File: config.mk
export PLATFORM = sky130hd
export DESIGN_NAME = sample_history_bar_graph
export DESIGN_NICKNAME = d
export VERILOG_FILES = /design/src/hdl/shbg_pkg.sv /design/src/hdl/shbg_ram.sv /design/src/hdl/shbg_datapath.sv /design/src/hdl/shbg_ctrl.sv /design/src/hdl/sample_history_bar_graph.sv
export SDC_FILE = /design/constraint.sdc
export NUM_CORES = 1
export LEC_CHECK = 0
export BUFFER_PORTS_ARGS = -buffer_cell sky130_fd_sc_hd__buf_2
export CAP_MARGIN = 10
export CORE_ASPECT_RATIO = 1.1
export CORE_MARGIN = 2
export CORE_UTILIZATION = 40
export DETAILED_ROUTE_END_ITERATION = 10
export GPL_ROUTABILITY_DRIVEN = 0
export HOLD_SLACK_MARGIN = 0.12
export PLACE_DENSITY = 0.59
export SYNTH_ARGS = -nofsm -noshare
export SYNTH_HDL_FRONTEND = slang
export SYNTH_SLANG_ARGS = --single-unit
File: constraint.sdc
create_clock -name clk -period 6.7 [get_ports clk]
set_input_delay 1.005 -clock clk [delete_from_list [all_inputs] [get_ports clk]]
set_output_delay 1.005 -clock clk [all_outputs]
set_load 0.05 [all_outputs]
File: src/hdl/shbg_pkg.sv
// ----------------------------------------------------------------------------
// Sample history bar graph package
// Shared constants, payload types, controller interface types and the
// column byte function used by the bar graph datapath.
// ----------------------------------------------------------------------------
package shbg_pkg;

    // Number of stored columns and the widths that follow from it.
    localparam int HISTORY_LENGTH = 128;
    localparam int PTR_W          = $clog2(HISTORY_LENGTH);
    localparam int EMPTY_W        = $clog2(HISTORY_LENGTH + 1);
    localparam int HIST_W         = 4;

    // Width of one character in columns, and the widest draw in characters.
    localparam int COLS_PER_CHAR  = 8;
    localparam int HIST_CHARS     = HISTORY_LENGTH / COLS_PER_CHAR;
    localparam int MAX_CHARS      = (HIST_CHARS < 16) ? HIST_CHARS : 16;

    localparam int CHARS_W        = 5;
    localparam int INDEX_W        = 4;
    localparam int COL_W          = $clog2(COLS_PER_CHAR);

    // Transaction kinds.
    localparam logic KIND_PUSH = 1'b0;
    localparam logic KIND_DRAW = 1'b1;

    typedef struct packed {
        logic               kind;
        logic [7:0]         sample;
        logic [CHARS_W-1:0] char_count;
        logic               large_mode;
    } item_t;

    typedef struct packed {
        logic [63:0]        top_bytes;
        logic [63:0]        bottom_bytes;
        logic [INDEX_W-1:0] char_index;
        logic               last;
    } result_t;

    typedef enum logic [1:0] {
        ST_IDLE,
        ST_READ,
        ST_FINISH
    } state_t;

    // Commands from the controller to the datapath.
    typedef struct packed {
        logic push;
        logic start;
        logic issue;
        logic emit;
    } cmd_t;

    // Status from the datapath to the controller.
    typedef struct packed {
        logic is_draw;
        logic draw_empty;
        logic group_end;
        logic char_last;
        logic out_free;
    } sts_t;

    typedef struct packed {
        logic [7:0] top;
        logic [7:0] bot;
    } col_bytes_t;

    // Top and bottom page bytes of one column.
    function automatic col_bytes_t column_bytes(
        input logic [HIST_W-1:0] nibble,
        input logic              tall,
        input logic              empty
    );
        col_bytes_t        res;
        logic [HIST_W-1:0] v;
        logic [2:0]        opp;
        logic [7:0]        stack;
        v     = tall ? nibble : (nibble >> 1);
        opp   = 3'd7 - v[2:0];
        stack = 8'hFF >> opp;
        stack = stack << opp;
        if (empty) begin
            res.top = 8'h00;
            res.bot = 8'h00;
        end
        else if (!tall || v[3]) begin
            res.top = stack;
            res.bot = 8'hFF;
        end
        else begin
            res.top = 8'h00;
            res.bot = stack;
        end
        return res;
    endfunction

endpackage

File: src/hdl/shbg_ram.sv
// ----------------------------------------------------------------------------
// Generic single-port-write, single-port-read RAM
// One write and one registered read per cycle; read data holds without rd_en.
// ----------------------------------------------------------------------------
module shbg_ram #(
    parameter int WIDTH = 4,
    parameter int DEPTH = 128
) (
    input  logic                     clk,
    input  logic                     wr_en,
    input  logic [$clog2(DEPTH)-1:0] wr_addr,
    input  logic [WIDTH-1:0]         wr_data,
    input  logic                     rd_en,
    input  logic [$clog2(DEPTH)-1:0] rd_addr,
    output logic [WIDTH-1:0]         rd_data
);

    logic [WIDTH-1:0] mem [DEPTH];
    logic [WIDTH-1:0] rd_data_reg;

    always_ff @(posedge clk)
    begin
        if (wr_en)
        begin
            mem[wr_addr] <= wr_data;
        end
        if (rd_en)
        begin
            rd_data_reg <= mem[rd_addr];
        end
    end

    assign rd_data = rd_data_reg;

endmodule

File: src/hdl/shbg_datapath.sv
// ----------------------------------------------------------------------------
// Bar graph datapath
// History RAM with its write pointer, fill count, column walk counters,
// character assembly registers and the result output register.
// ----------------------------------------------------------------------------
module shbg_datapath (
    input  logic             clk,
    input  logic             rst_n,
    input  shbg_pkg::item_t  item,
    input  shbg_pkg::cmd_t   cmd,
    output shbg_pkg::sts_t   sts,
    output logic             result_valid,
    input  logic             result_stall,
    output shbg_pkg::result_t result
);

    localparam logic [shbg_pkg::PTR_W-1:0] LAST_ADDR =
        shbg_pkg::PTR_W'(shbg_pkg::HISTORY_LENGTH - 1);
    localparam logic [shbg_pkg::COL_W-1:0] LAST_COL =
        shbg_pkg::COL_W'(shbg_pkg::COLS_PER_CHAR - 1);

    logic [shbg_pkg::PTR_W-1:0]   wptr_reg, wptr_next;
    logic [shbg_pkg::EMPTY_W-1:0] empty_reg, empty_next;
    logic                         large_reg, large_next;
    logic [shbg_pkg::CHARS_W-1:0] chars_reg, chars_next;
    logic [shbg_pkg::INDEX_W-1:0] char_reg, char_next;
    logic [shbg_pkg::COL_W-1:0]   j_reg, j_next;
    logic [shbg_pkg::PTR_W-1:0]   col_reg, col_next;
    logic [shbg_pkg::PTR_W-1:0]   addr_reg, addr_next;
    logic                         empty_d_reg, empty_d_next;
    logic                         shift_d_reg, shift_d_next;
    logic [55:0]                  asm_top_reg, asm_top_next;
    logic [55:0]                  asm_bot_reg, asm_bot_next;
    logic                         out_valid_reg, out_valid_next;
    shbg_pkg::result_t            out_reg, out_next;

    logic [shbg_pkg::CHARS_W-1:0]   sat_chars;
    logic [shbg_pkg::PTR_W:0]       start_wide;
    logic [shbg_pkg::PTR_W-1:0]     start_col;
    logic [shbg_pkg::PTR_W:0]       addr_sum;
    logic [shbg_pkg::PTR_W-1:0]     start_addr;
    logic [shbg_pkg::CHARS_W-1:0]   chars_m1;
    logic [shbg_pkg::HIST_W-1:0]    rd_data;
    shbg_pkg::col_bytes_t           cb;

    shbg_ram #(
        .WIDTH (shbg_pkg::HIST_W),
        .DEPTH (shbg_pkg::HISTORY_LENGTH)
    ) u_hist_ram (
        .clk     (clk),
        .wr_en   (cmd.push),
        .wr_addr (wptr_reg),
        .wr_data (item.sample[7:4]),
        .rd_en   (cmd.issue),
        .rd_addr (addr_reg),
        .rd_data (rd_data)
    );

    // Draw setup: the rightmost columns map onto the ring from the oldest entry.
    always_comb
    begin
        sat_chars  = (item.char_count > shbg_pkg::CHARS_W'(shbg_pkg::MAX_CHARS)) ?
                     shbg_pkg::CHARS_W'(shbg_pkg::MAX_CHARS) : item.char_count;
        start_wide = (shbg_pkg::PTR_W+1)'(shbg_pkg::HISTORY_LENGTH) -
                     (shbg_pkg::PTR_W+1)'({sat_chars, 3'b000});
        start_col  = start_wide[shbg_pkg::PTR_W-1:0];
        addr_sum   = {1'b0, wptr_reg} + {1'b0, start_col};
        if (addr_sum >= (shbg_pkg::PTR_W+1)'(shbg_pkg::HISTORY_LENGTH))
        begin
            addr_sum = addr_sum - (shbg_pkg::PTR_W+1)'(shbg_pkg::HISTORY_LENGTH);
        end
        start_addr = addr_sum[shbg_pkg::PTR_W-1:0];
    end

    assign cb       = shbg_pkg::column_bytes(rd_data, large_reg, empty_d_reg);
    assign chars_m1 = chars_reg - shbg_pkg::CHARS_W'(1);

    always_comb
    begin
        sts.is_draw    = (item.kind == shbg_pkg::KIND_DRAW);
        sts.draw_empty = (sat_chars == '0);
        sts.group_end  = (j_reg == LAST_COL);
        sts.char_last  = (char_reg == chars_m1[shbg_pkg::INDEX_W-1:0]);
        sts.out_free   = !out_valid_reg || !result_stall;
    end

    always_comb
    begin
        wptr_next      = wptr_reg;
        empty_next     = empty_reg;
        large_next     = large_reg;
        chars_next     = chars_reg;
        char_next      = char_reg;
        j_next         = j_reg;
        col_next       = col_reg;
        addr_next      = addr_reg;
        empty_d_next   = empty_d_reg;
        shift_d_next   = 1'b0;
        asm_top_next   = asm_top_reg;
        asm_bot_next   = asm_bot_reg;
        out_valid_next = out_valid_reg && result_stall;
        out_next       = out_reg;

        if (cmd.push)
        begin
            wptr_next = (wptr_reg == LAST_ADDR) ? '0 : wptr_reg + 1'b1;
            if (empty_reg != '0)
            begin
                empty_next = empty_reg - 1'b1;
            end
        end

        if (cmd.start)
        begin
            large_next = item.large_mode;
            chars_next = sat_chars;
            char_next  = '0;
            j_next     = '0;
            col_next   = start_col;
            addr_next  = start_addr;
        end

        // The final column of a character is not shifted; it joins at emit.
        if (shift_d_reg)
        begin
            asm_top_next = {cb.top, asm_top_reg[55:8]};
            asm_bot_next = {cb.bot, asm_bot_reg[55:8]};
        end

        if (cmd.issue)
        begin
            j_next       = j_reg + 1'b1;
            col_next     = col_reg + 1'b1;
            addr_next    = (addr_reg == LAST_ADDR) ? '0 : addr_reg + 1'b1;
            empty_d_next = (shbg_pkg::EMPTY_W'(col_reg) < empty_reg);
            shift_d_next = (j_reg != LAST_COL);
        end

        if (cmd.emit)
        begin
            out_valid_next        = 1'b1;
            out_next.top_bytes    = {cb.top, asm_top_reg};
            out_next.bottom_bytes = {cb.bot, asm_bot_reg};
            out_next.char_index   = char_reg;
            out_next.last         = sts.char_last;
            char_next             = char_reg + 1'b1;
        end
    end

    always_ff @(posedge clk or negedge rst_n)
    begin
        if (!rst_n)
        begin
            wptr_reg      <= '0;
            empty_reg     <= shbg_pkg::EMPTY_W'(shbg_pkg::HISTORY_LENGTH);
            chars_reg     <= '0;
            char_reg      <= '0;
            j_reg         <= '0;
            col_reg       <= '0;
            addr_reg      <= '0;
            shift_d_reg   <= 1'b0;
            out_valid_reg <= 1'b0;
        end
        else
        begin
            wptr_reg      <= wptr_next;
            empty_reg     <= empty_next;
            chars_reg     <= chars_next;
            char_reg      <= char_next;
            j_reg         <= j_next;
            col_reg       <= col_next;
            addr_reg      <= addr_next;
            shift_d_reg   <= shift_d_next;
            out_valid_reg <= out_valid_next;
        end
    end

    always_ff @(posedge clk)
    begin
        large_reg   <= large_next;
        empty_d_reg <= empty_d_next;
        asm_top_reg <= asm_top_next;
        asm_bot_reg <= asm_bot_next;
        out_reg     <= out_next;
    end

    assign result_valid = out_valid_reg;
    assign result       = out_reg;

endmodule

File: src/hdl/shbg_ctrl.sv
// ----------------------------------------------------------------------------
// Bar graph controller
// Sequences pushes, the column walk of a draw and the hand-off of each
// finished character to the output register.
// ----------------------------------------------------------------------------
module shbg_ctrl (
    input  logic           clk,
    input  logic           rst_n,
    input  logic           item_valid,
    output logic           item_stall,
    input  shbg_pkg::sts_t sts,
    output shbg_pkg::cmd_t cmd
);

    shbg_pkg::state_t state_reg, state_next;

    always_ff @(posedge clk or negedge rst_n)
    begin
        if (!rst_n)
        begin
            state_reg <= shbg_pkg::ST_IDLE;
        end
        else
        begin
            state_reg <= state_next;
        end
    end

    always_comb
    begin
        state_next = state_reg;
        item_stall = 1'b1;
        cmd        = '0;
        unique case (state_reg)
            shbg_pkg::ST_IDLE:
            begin
                item_stall = 1'b0;
                if (item_valid)
                begin
                    if (!sts.is_draw)
                    begin
                        cmd.push = 1'b1;
                    end
                    else if (!sts.draw_empty)
                    begin
                        cmd.start  = 1'b1;
                        state_next = shbg_pkg::ST_READ;
                    end
                end
            end
            shbg_pkg::ST_READ:
            begin
                cmd.issue = 1'b1;
                if (sts.group_end)
                begin
                    state_next = shbg_pkg::ST_FINISH;
                end
            end
            shbg_pkg::ST_FINISH:
            begin
                if (sts.out_free)
                begin
                    cmd.emit = 1'b1;
                    if (sts.char_last)
                    begin
                        state_next = shbg_pkg::ST_IDLE;
                    end
                    else
                    begin
                        cmd.issue  = 1'b1;
                        state_next = shbg_pkg::ST_READ;
                    end
                end
            end
            default:
            begin
                state_next = shbg_pkg::ST_IDLE;
            end
        endcase
    end

    // A character is handed over only when the output register can take it.
    assert property (@(posedge clk) disable iff (!rst_n)
        cmd.emit |-> sts.out_free)
        else $error("character emitted into an occupied output register");

    // The finish state is reached only after the eighth column read.
    assert property (@(posedge clk) disable iff (!rst_n)
        (state_reg == shbg_pkg::ST_FINISH && $past(state_reg) == shbg_pkg::ST_READ)
        |-> $past(sts.group_end))
        else $error("character finished before all its columns were read");

    // A held output keeps the controller waiting in the finish state.
    assert property (@(posedge clk) disable iff (!rst_n)
        (state_reg == shbg_pkg::ST_FINISH && !sts.out_free)
        |=> state_reg == shbg_pkg::ST_FINISH)
        else $error("finish state left while the output was stalled");

    // A draw starts, or a sample is pushed, only from an accepted transaction.
    assert property (@(posedge clk) disable iff (!rst_n)
        (cmd.start || cmd.push) |-> (item_valid && !item_stall))
        else $error("datapath command without an accepted transaction");

endmodule

File: src/hdl/sample_history_bar_graph.sv
// ----------------------------------------------------------------------------
// Sample history bar graph
// Keeps the upper nibbles of the last samples and renders the newest columns
// as eight-column characters of top and bottom page bytes.
// ----------------------------------------------------------------------------
// Usage: the item channel (item_valid, item_stall, item) carries two kinds of
// transaction. A push stores the upper nibble of item.sample as the newest
// column; it produces no result. A draw renders the rightmost char_count * 8
// columns (char_count saturated at 16 and at the history length / 8), oldest
// first, and produces one result transaction per character on the result
// channel (result_valid, result_stall, result). A draw with a width of zero
// produces nothing. Flow: the history lives in a RAM with one read port, read
// one column per cycle except while the walk waits at a character boundary,
// and the item channel stalls until the last character of a draw has been
// handed to the output register. While the receiver stalls, the finished
// result waits in the output register and the walk pauses at the next
// character boundary; the last result may still wait while new items are
// accepted. Reset empties the history: every column reads as empty until a
// sample has been pushed into it, and no RAM clearing pass is needed.
// ----------------------------------------------------------------------------
module sample_history_bar_graph (
    input  logic              clk,
    input  logic              rst_n,
    input  logic              item_valid,
    output logic              item_stall,
    input  shbg_pkg::item_t   item,
    output logic              result_valid,
    input  logic              result_stall,
    output shbg_pkg::result_t result
);

    // Command and status buses between the controller and the datapath.
    shbg_pkg::cmd_t cmd;
    shbg_pkg::sts_t sts;

    // The controller accepts transactions only when idle and steps the
    // column walk of a draw.
    shbg_ctrl u_ctrl (
        .clk        (clk),
        .rst_n      (rst_n),
        .item_valid (item_valid),
        .item_stall (item_stall),
        .sts        (sts),
        .cmd        (cmd)
    );

    // The datapath holds the history ring, the column counters, the character
    // assembly and the output register.
    shbg_datapath u_datapath (
        .clk          (clk),
        .rst_n        (rst_n),
        .item         (item),
        .cmd          (cmd),
        .sts          (sts),
        .result_valid (result_valid),
        .result_stall (result_stall),
        .result       (result)
    );

endmodule

After elaboration in Yosys (flattened, before gate mapping)
Memories as Yosys holds them, arrays and structs flattened. A register that Yosys moved wholly into a read port is not among the register bits.
Index checks and enable logic that the tools add are counted.
{"block": "word_totals", "ff_bits": 291, "ram_bits": 512, "inputBits": 19, "elab_cells": 96, "mem_count": 1}
{"name": "u_datapath.u_hist_ram.mem", "depth": 128, "word_bits": 4, "read_ports": 1, "rd_clocked_by_memory_dff": 1, "write_ports": 1, "line": "shbg_ram.sv:18", "text": "logic [WIDTH-1:0] mem [DEPTH];"}
{"block": "classes", "n_addsub": 11, "n_lt_le_gt_ge": 3, "n_eq_ne": 12, "shifts": 2, "muxes": 36, "n_reduce_logical": 13}
{"cell": "7-bit two-way mux", "count": 7}
{"cell": "16-bit two-way mux", "count": 2}
{"cell": "7-bit by 1-bit adder with 7-bit output (second input constant)", "count": 3}
{"cell": "2-bit two-way mux", "count": 8}
{"cell": "7-bit == test (second input constant)", "count": 2}
{"cell": "4-bit two-way mux", "count": 3}
{"cell": "1-bit two-way mux", "count": 11}
{"cell": "2-bit inequality test (second input constant)", "count": 5}
{"cell": "7-bit by 7-bit adder with 8-bit output", "count": 1}
{"cell": "8-bit >= comparator (second input constant)", "count": 1}
{"cell": "7-bit by 8-bit less-than comparator with 1-bit output", "count": 1}
{"cell": "8-bit nonzero test", "count": 1}
{"cell": "8-bit by 3-bit left shift with 8-bit output", "count": 1}
{"cell": "8-bit by 3-bit >> shifter with 8-bit output (first input constant)", "count": 1}
{"cell": "8-bit by 1-bit subtractor with 8-bit output (second input constant)", "count": 1}
{"cell": "1-bit by 7-bit subtractor with 7-bit output (first input constant)", "count": 1}
{"cell": "7-bit by 1-bit subtractor with 7-bit output (second input constant)", "count": 1}
{"cell": "3-bit two-way mux", "count": 2}
{"cell": "2-bit one-hot mux with 3 select lines", "count": 1}
{"cell": "5-bit > comparator (second input constant)", "count": 1}
{"cell": "5-bit zero test", "count": 1}
{"cell": "5-bit two-way mux", "count": 1}
{"cell": "5-bit AND reduction", "count": 1}
{"cell": "4-bit by 1-bit adder with 4-bit output (second input constant)", "count": 1}
{"cell": "other kinds (15)", "count": 19}

Longest topological paths before layout
Gate-level depths: netlist of run 1.
{"block": "depth", "ltp_word": 9, "ltp_mapped": 12, "depth_no_buf": 10}

Hierarchy
A second synthesis of run 1 with hierarchy kept.
{"block": "unflattened", "cells_unflattened": 1466, "hier_area_um2": 30526.8}
{"mod": "shbg_ram", "n_inst": 1, "cells_per_inst": 908, "area_each_um2": 20233.2}
{"mod": "shbg_datapath", "n_inst": 1, "cells_per_inst": 534, "area_each_um2": 10077.2}
{"mod": "shbg_ctrl", "n_inst": 1, "cells_per_inst": 24, "area_each_um2": 216.5}

Least setup slack after synthesis of run 1
OpenSTA, ideal clock, no wires.
{"block": "synth_timing", "path_kind": "input -> register", "start": "in result_stall", "end": "reg u_datapath.col_reg[4] in the netlist's numbering", "setup_ns": 0.123, "arrival_time_ns": 5.000, "t_required_ns": 6.577, "setup_slack_ns": 1.577, "path_stages": 10, "n_path_buf": 2, "cell_sequence": "nand2_1 nand2_1 inv_1 o21ai_0 a31o_1 buf_6 inv_4 buf_2 nand3_1 o221a_2"}
{"element": "start: declaration", "line": "sample_history_bar_graph.sv:28", "text": "input logic result_stall,"}
{"element": "end signal: assignment", "line": "shbg_datapath.sv:171", "text": "col_reg <= col_next;"}
{"element": "end: declaration", "line": "shbg_datapath.sv:28", "text": "logic [shbg_pkg::PTR_W-1:0] col_reg, col_next;"}

==> metrics.md, run 1 <==
| Metric | Value |
|---|---|
| Register area | `24030 sq um` |
| Async SR Flop Fraction | `5.452%` |
| Number of synthesized register bits | `807` |
| NetSw | `4004 uW` |
| Global route overflow | `0` |
| FP Rows | `106` |
| CTS Buf Count | `80` |
| Vias per cell | `5.277` |
| Pin count of the biggest net entering global routing | `109` |
| Vias | `15220` |
| Post-cts sizing count | `0` |
| Synth Cell Area | `30770 sq um` |
| Worst-path clk slew | `60 ps` |
| Setup TNS | `0 ps` |
| Initial antenna violation count | `0` |
| Synth Net Count | `1649` |
| Final hold violations | `0` |
| Placed instance count | `2740` |
| Buf+Inv Stages, Crit Path | `1` |
| Hold WS | `413.5 ps` |
| CP most frequent cell | `a22oi_1` |
| Period utilization | `53.26%` |
| IO Count | `154` |
| Minimum clock period | `3569 ps` |
| H-tree level count | `3` |
| Syn Area/Cell | `19.16 sq um` |
| First-pass GRT wire length | `97490 um` |
| Final Cell Area | `35160 sq um` |
| Synth Warn # | `0` |
| Unrepaired setup endpoints after global routing | `no` |
| Sequential share of the synthesized area | `78.04%` |
| Pre-antenna DRT Iters | `5` |
| Die Wd | `268.5 um` |
| Initial core utilization | `40.42%` |
| Area after DPL | `32580 sq um` |
| CP startpoint kind | `flip-flop` |
| Synthesis-to-finish area growth | `14.25%` |
| Data required, critical path | `7040 ps` |
| Top_reg_cell synth | `edfxtp_1` |
| Cells along the critical path | `buf_4, mux4_2, a22oi_1, a22oi_1, nor3_1, a211oi_1` |
| Share of cells above drive strength 1 | `20.93%` |
| Final WL | `65180 um` |
| Core Region | `76130 sq um` |
| Met2 Usage GRT | `27.43%` |
| Power share of the combinational group | `20.9%` |
| Hold Buf Count CTS | `0` |
| Sequential Power Share | `47.2%` |
| Tot GR Track Use | `16.52%` |
| Max-cap violations | `0` |
| Wire per inst | `22.59 um` |
| Largest register FFs | `512` |
| Maximum VDD drop | `0.0001951 V` |
| Met3 usage in global routing | `2.807%` |
| Die ar. | `79170 sq um` |
| Setup CP Type | `flip-flop to flip-flop` |
| Die H | `294.9 um` |
| Leakage power | `0.01170 uW` |
| Iteration-0 DRC Markers | `1385` |
| Slowest cell delay on critical path | `970 ps` |
| Post-Syn Instances | `1606` |
| Worst slew margin | `23.95%` |
| CTS max path bufs | `3` |
| Pins over their slew limit | `0` |
| CTS Sinks | `807` |
| IO Port Bufs | `149` |
| Clock root cell | `clkbuf_16` |
| Yosys cell types | `70` |
| Crit-path max FO | `42` |
| Actual slew at the worst max-slew pin | `1141 ps` |
| Post-DP HPWL | `40010 um` |
| Switch share | `29.18%` |
| Post-CTS setup buffer count | `0` |
| ANT nets after route | `0` |
| Critical Path End Type | `flip-flop` |
| Vias in the first global route | `15550` |
| Power Density | `390.4 nW/um^2` |
| Clock Power Share | `31.9%` |
| Slowest CP cell | `dfrtp_4` |
| Met1 usage | `21.98%` |
| Nets@finish | `1839` |
| Drt drc | `0` |
| Non-Filler Instances | `2885` |
| Largest reg by FF count | `u_datapath.u_hist_ram.mem` |
| Antenna diodes | `0` |
| HP Class | `flip-flop to flip-flop` |
| CTS tree | `yes` |
| Final setup fails | `0` |
| Outcome | `completed` |
| Post-synth EDFFs | `763` |
| Grt peak-use layer | `met2` |
| Worst EP arrival | `3910 ps` |
| Worst skew pair latency | `630 ps` |
| Fill cells | `6503` |
| Internal | `9720 uW` |
| Fmax | `0.2802 GHz` |
| Crit-path leading delay family | `flip-flops` |
| Area of the multi-input gates | `6182 sq um` |
| Fin Clk Skew | `17.89 ps` |
## layer usage
layer | share of wire (%) | up-vias
li1 | - | 6799
met1 | 42 | 7807
met3 | 6.3 | 106
met2 | 49 | 511
met4 | 2.9 | 0
met5 | 0 | -
## logic make-up (layout without fill, tap and decap cells)
logic type                 after synthesis  after routing  synth area share, %
and+or+nand+nor                        322            322                4.517
DFF                                    807            807                78.04
adders and majority gates               24             24                1.000
buffers and inverters                   98            351                1.944
muxes                                  162            162                9.970
AOI/OAI and AO/OA                      171            171                3.855
xor gates and xnor gates                22             22               0.6749
## power groups by stage
stage / Sequential, uW / Clock (uW) / Combinational (uW)
floorplan: 6510 / 0 / 2090
global placement: 6560 / 0 / 2870
detailed placement: 6590 / 0 / 2890
CTS: 6490 / 4500 / 2900
global route: 6540 / 4670 / 3090
finish: 6480 / 4380 / 2870
## worst register-to-register path: stages, from the launching register on
cell and delay [ps]:
dfrtp_4 970, buf_4 630, mux4_2 610, a22oi_1 330, a22oi_1 160, nor3_1 430, a211oi_1 150
## worst paths after layout
| check | start | endpoint | slack (ps) | cells past startpoint |
|---|---|---|---|---|
| hold reg to reg | u_datapath.asm_bot_reg[2] | u_datapath.result[7] | 410 | 0 |
| min in group asynchronous | rst_n | u_datapath.col_reg[1] | 550 | 1 |
| max in group asynchronous | rst_n | u_datapath.addr_reg[0] | 5410 | 1 |
| setup reg to reg | u_datapath.addr_reg[0] | u_datapath.u_hist_ram.rd_data[0] | 3130 | 6 |
| setup / recovery | u_datapath.addr_reg[0] | u_datapath.u_hist_ram.rd_data[0] | 3130 | 6 |
| hold / removal | u_datapath.asm_bot_reg[2] | u_datapath.result[7] | 410 | 0 |
## stage by stage
step / power [uW] / util [%] / setup slack [ps]
detailed placement: 9484 / 42.80 / 3049
floorplan: 8600 / - / 1577
finish: 13720 / 46.18 / 3131
CTS: 13890 / 46.18 / 3051
global placement: 9428 / 42.80 / 3069
global route: 14300 / 46.18 / 2950
## placed cells by master (no fill, tap or decap), types with 17 or more instances in the layout
master and count:
o21ai_0 32, nor2_1 168, buf_2 145, mux2i_1 53, a211oi_1 17, edfxtp_1 763, a22oi_1 23, nand2_1 70
dfrtp_1 40, clkbuf_16 82, mux4_2 79, clkinv_1 19, mux4_1 28, buf_4 30, inv_1 26, nand3_1 27
ha_1 23, a21oi_1 28
## area by class of cell
class / count / area share (%)
sequential: 807 / 68.34
clock buffer: 95 / 5.976
inverter: 30 / 0.3417
tap: 1026 / 3.652
multi-input combinational: 701 / 17.58
clock inverter: 50 / 1.345
timing repair buffer: 176 / 2.762
## Yosys cell counts (all sizes together), types with 3 or more instances
cell type	instances	area, sq um
a22o	8	70.07
mux4	107	2515
nand3b	3	22.52
nor4	3	25.02
nor3	9	45.04
and2	8	50.05
a311oi	4	35.03
a211oi	18	140.1
o221ai	10	87.58
a22oi	23	172.7
ha	23	287.8
nand3	28	140.1
a21o	3	22.52
mux2i	53	530.5
o21ai	32	160.2
dfrtp	43	1076
xor2	5	43.79
nand2	71	269.0
nor2	170	640.6
a211o	8	70.07
inv	29	111.4
xnor2	16	140.1
o31ai	3	22.52
a21oi	28	140.1
a31oi	3	18.77
o22ai	14	87.58
nor2b	12	75.07
buf	39	370.4
and3	4	25.02
clkbuf	29	112.6
edfxtp	763	22910
nand2b	7	43.79
Note: power is estimated with default switching activity, not from simulation.
==> run 2: changes to the inputs <==
Clock period 6.7 ns to 3.5 ns, I/O delays scaled along.
==> metrics.md, run 2 (synthesis gave the netlist of run 1 again) <==
| Metric | Value |
|---|---|
| Post-DP HPWL | `42540 um (+6.3%)` |
| Fin Clk Skew | `15.68 ps (-2.209 ps)` |
| ANT nets after route | `0 (unchanged)` |
| Worst EP arrival | `3340 ps (-570 ps)` |
| Worst slew margin | `31.39% (+7.4 points)` |
| Global route overflow | `0 (unchanged)` |
| First-pass GRT wire length | `100900 um (+3.5%)` |
| CTS Buf Count | `80 (unchanged)` |
| Reg2reg start | `u_datapath.addr_reg[3]` |
| Actual slew at the worst max-slew pin | `1029 ps (-111.6 ps)` |
| Min-Delay Endpoint | `u_datapath.result_valid` |
| Commonest cells after routing, fill and taps aside | `edfxtp_1, nor2_1, buf_2, clkbuf_16, mux4_2` |
| Pins over their slew limit | `0 (unchanged)` |
| Commonest non-fill, non-tap cell in the layout | `edfxtp_1` |
| Final setup fails | `0 (unchanged)` |
| Max-cap violations | `0 (unchanged)` |
| Core Region | `76130 sq um (unchanged)` |
| Tot Pwr | `26690 uW (+94%)` |
| CP startpoint kind | `flip-flop` |
| Unrepaired setup endpoints after global routing | `no` |
| Wire per inst | `22.98 um (+1.7%)` |
| Hold Path Depth | `3 (+3)` |
| Tot GR Track Use | `17.09% (+0.57 points)` |
| Critical Path End Type | `flip-flop` |
| Power Density | `747.7 nW/um^2 (+92%)` |
| Area of the multi-input gates | `6185 sq um (about the same)` |
| Initial core utilization | `40.42% (unchanged)` |
| Place WS | `532.4 ps (-2516 ps)` |
| CTS max path bufs | `3 (unchanged)` |
| Final WL | `67390 um (+3.4%)` |
| Period utilization | `85.04% (+32 points)` |
| Reg-to-Reg End | `u_datapath.u_hist_ram.rd_data[2]` |
| Vias per cell | `5.263 (-0.26%)` |
| Largest reg by FF count | `u_datapath.u_hist_ram.mem` |
| Placed instance count | `2784 (+1.6%)` |
| Drt drc | `0 (unchanged)` |
| Pre-antenna DRT Iters | `5 (unchanged)` |
| Synthesis-to-finish area growth | `16.01%` |
| CTS tree | `yes` |
| Fill cells | `6434 (-1.1%)` |
| Maximum VDD drop | `0.0004456 V (+130%)` |
| Data required, critical path | `3860 ps (-3180 ps)` |
| Fmax | `0.3360 GHz (+20%)` |
| HP Class | `input pin to flip-flop` |
| Non-Filler Instances | `2932 (+1.6%)` |
| Final hold violations | `0 (unchanged)` |
| Vias in the first global route | `15890 (+2.1%)` |
| Register area | `24030 sq um (about the same)` |
| FP Rows | `106 (unchanged)` |
| Setup WS post-layout | `523.4 ps (-2608 ps)` |
| Initial antenna violation count | `0 (unchanged)` |
| Setup TNS | `0 ps (unchanged)` |
| Minimum clock period | `2977 ps (-592.2 ps)` |
| Worst-case reg-to-reg path depth | `6 (unchanged)` |
| Pin count of the biggest net entering global routing | `138 (+27%)` |
| IO Count | `154 (unchanged)` |
| Outcome | `completed` |
| Post-CTS setup buffer count | `0 (unchanged)` |
| Antenna diodes | `0 (unchanged)` |
| Die H | `294.9 um (unchanged)` |
| Die Wd | `268.5 um (unchanged)` |
| Crit-path max FO | `10 (-76%)` |
| Hold path start | `result_stall` |
| Worst-path clk slew | `60 ps (about the same)` |
| Worst skew pair latency | `620 ps (about the same)` |
| Vias | `15430 (+1.4%)` |
| Die ar. | `79170 sq um (unchanged)` |
| Clock root cell | `clkbuf_16` |
| IO Port Bufs | `149 (unchanged)` |
| Setup CP Type | `flip-flop to flip-flop` |
| Share of cells above drive strength 1 | `23.29% (+2.4 points)` |
| Largest register FFs | `512 (unchanged)` |
| CTS Sinks | `807 (unchanged)` |
| Leakage power | `0.01200 uW (+2.6%)` |
| Nets@finish | `1885 (+2.5%)` |
| R2R Setup Slk | `520 ps (-2610 ps)` |
| H-tree level count | `3 (unchanged)` |
| Iteration-0 DRC Markers | `1547 (+12%)` |
-- run 2: cell types whose count changed in the layout (fill, tap and decap cells not counted), moves of 3 or more --
cell / before / now
clkinv_2: 14 / 20
clkbuf_16: 82 / 85
buf_4: 30 / 60
clkinvlp_4: 4 / 7
buf_12: 1 / 15
clkinv_1: 19 / 13
clkinv_8: 3 / 0
-- run 2: final cells by class --
type                            count  share of cell area [%]
Inverter                           30                  0.3400
Tap cell                         1026                   3.596
Clock buffer                       97                   6.084
Timing Repair Buffer              222                   4.192
Sequential cell                   807                   67.30
Multi-Input combinational cell    701                   17.32
Clock inverter                     49                   1.160
-- run 2: worst max-delay path by stage --
stage	cells past startpoint	endpoint	from
after floorplan	11	u_datapath.col_reg[4]	u_ctrl.state_reg[0]
final	6	u_datapath.u_hist_ram.rd_data[2]	u_datapath.addr_reg[3]
after detailed placement	8	u_datapath.u_hist_ram.rd_data[0]	u_datapath.addr_reg[1]
after global routing	8	u_datapath.u_hist_ram.rd_data[0]	u_datapath.addr_reg[1]
after global placement	8	u_datapath.u_hist_ram.rd_data[0]	u_datapath.addr_reg[1]
after CTS	8	u_datapath.u_hist_ram.rd_data[0]	u_datapath.addr_reg[1]
-- run 2: routing by layer --
metal | vias to the layer above | GRT usage (%) | share of wire [%]
met5 | - | 0 | 0
met4 | 0 | 6.111 | 2.8
met3 | 110 | 3.158 | 6.5
met2 | 526 | 28.43 | 49
met1 | 7924 | 22.54 | 42
li1 | 6871 | - | -
-- run 2: timing repair --
| item | 4_1_cts | 5_1_grt |
|---|---|---|
| hold buffers | 2 | 0 |
| endpoints found under the setup margin | 0 | 0 |
| gates resized for setup | 0 | 0 |
| hold endpoints to repair | 44 | 0 |
-- run 2: critical path, cell delays in order, from the launching register on --
cell and delay (ps):
dfrtp_1 630, nor2b_2 670, nand2_1 320, o221ai_1 350, a211o_1 180, a21oi_1 130, a211oi_1 430
-- run 2: power breakdown --
part           total, uW  internal (uW)  switching, uW
logic               5940           2420           3520
registers          12300          11600            713
clock network       8420           4880           3550
total              26700          18900           7780
-- run 2: per-stage QoR --
stage	hold slack (ps)	cell area [sq um]	util, %
after global routing	172.5	35700	46.89
final	179.9	35700	46.89
after global placement	401.0	33090	43.47
after CTS	146.2	35700	46.89
after detailed placement	409.7	33090	43.47
after floorplan	229.4	30810	-
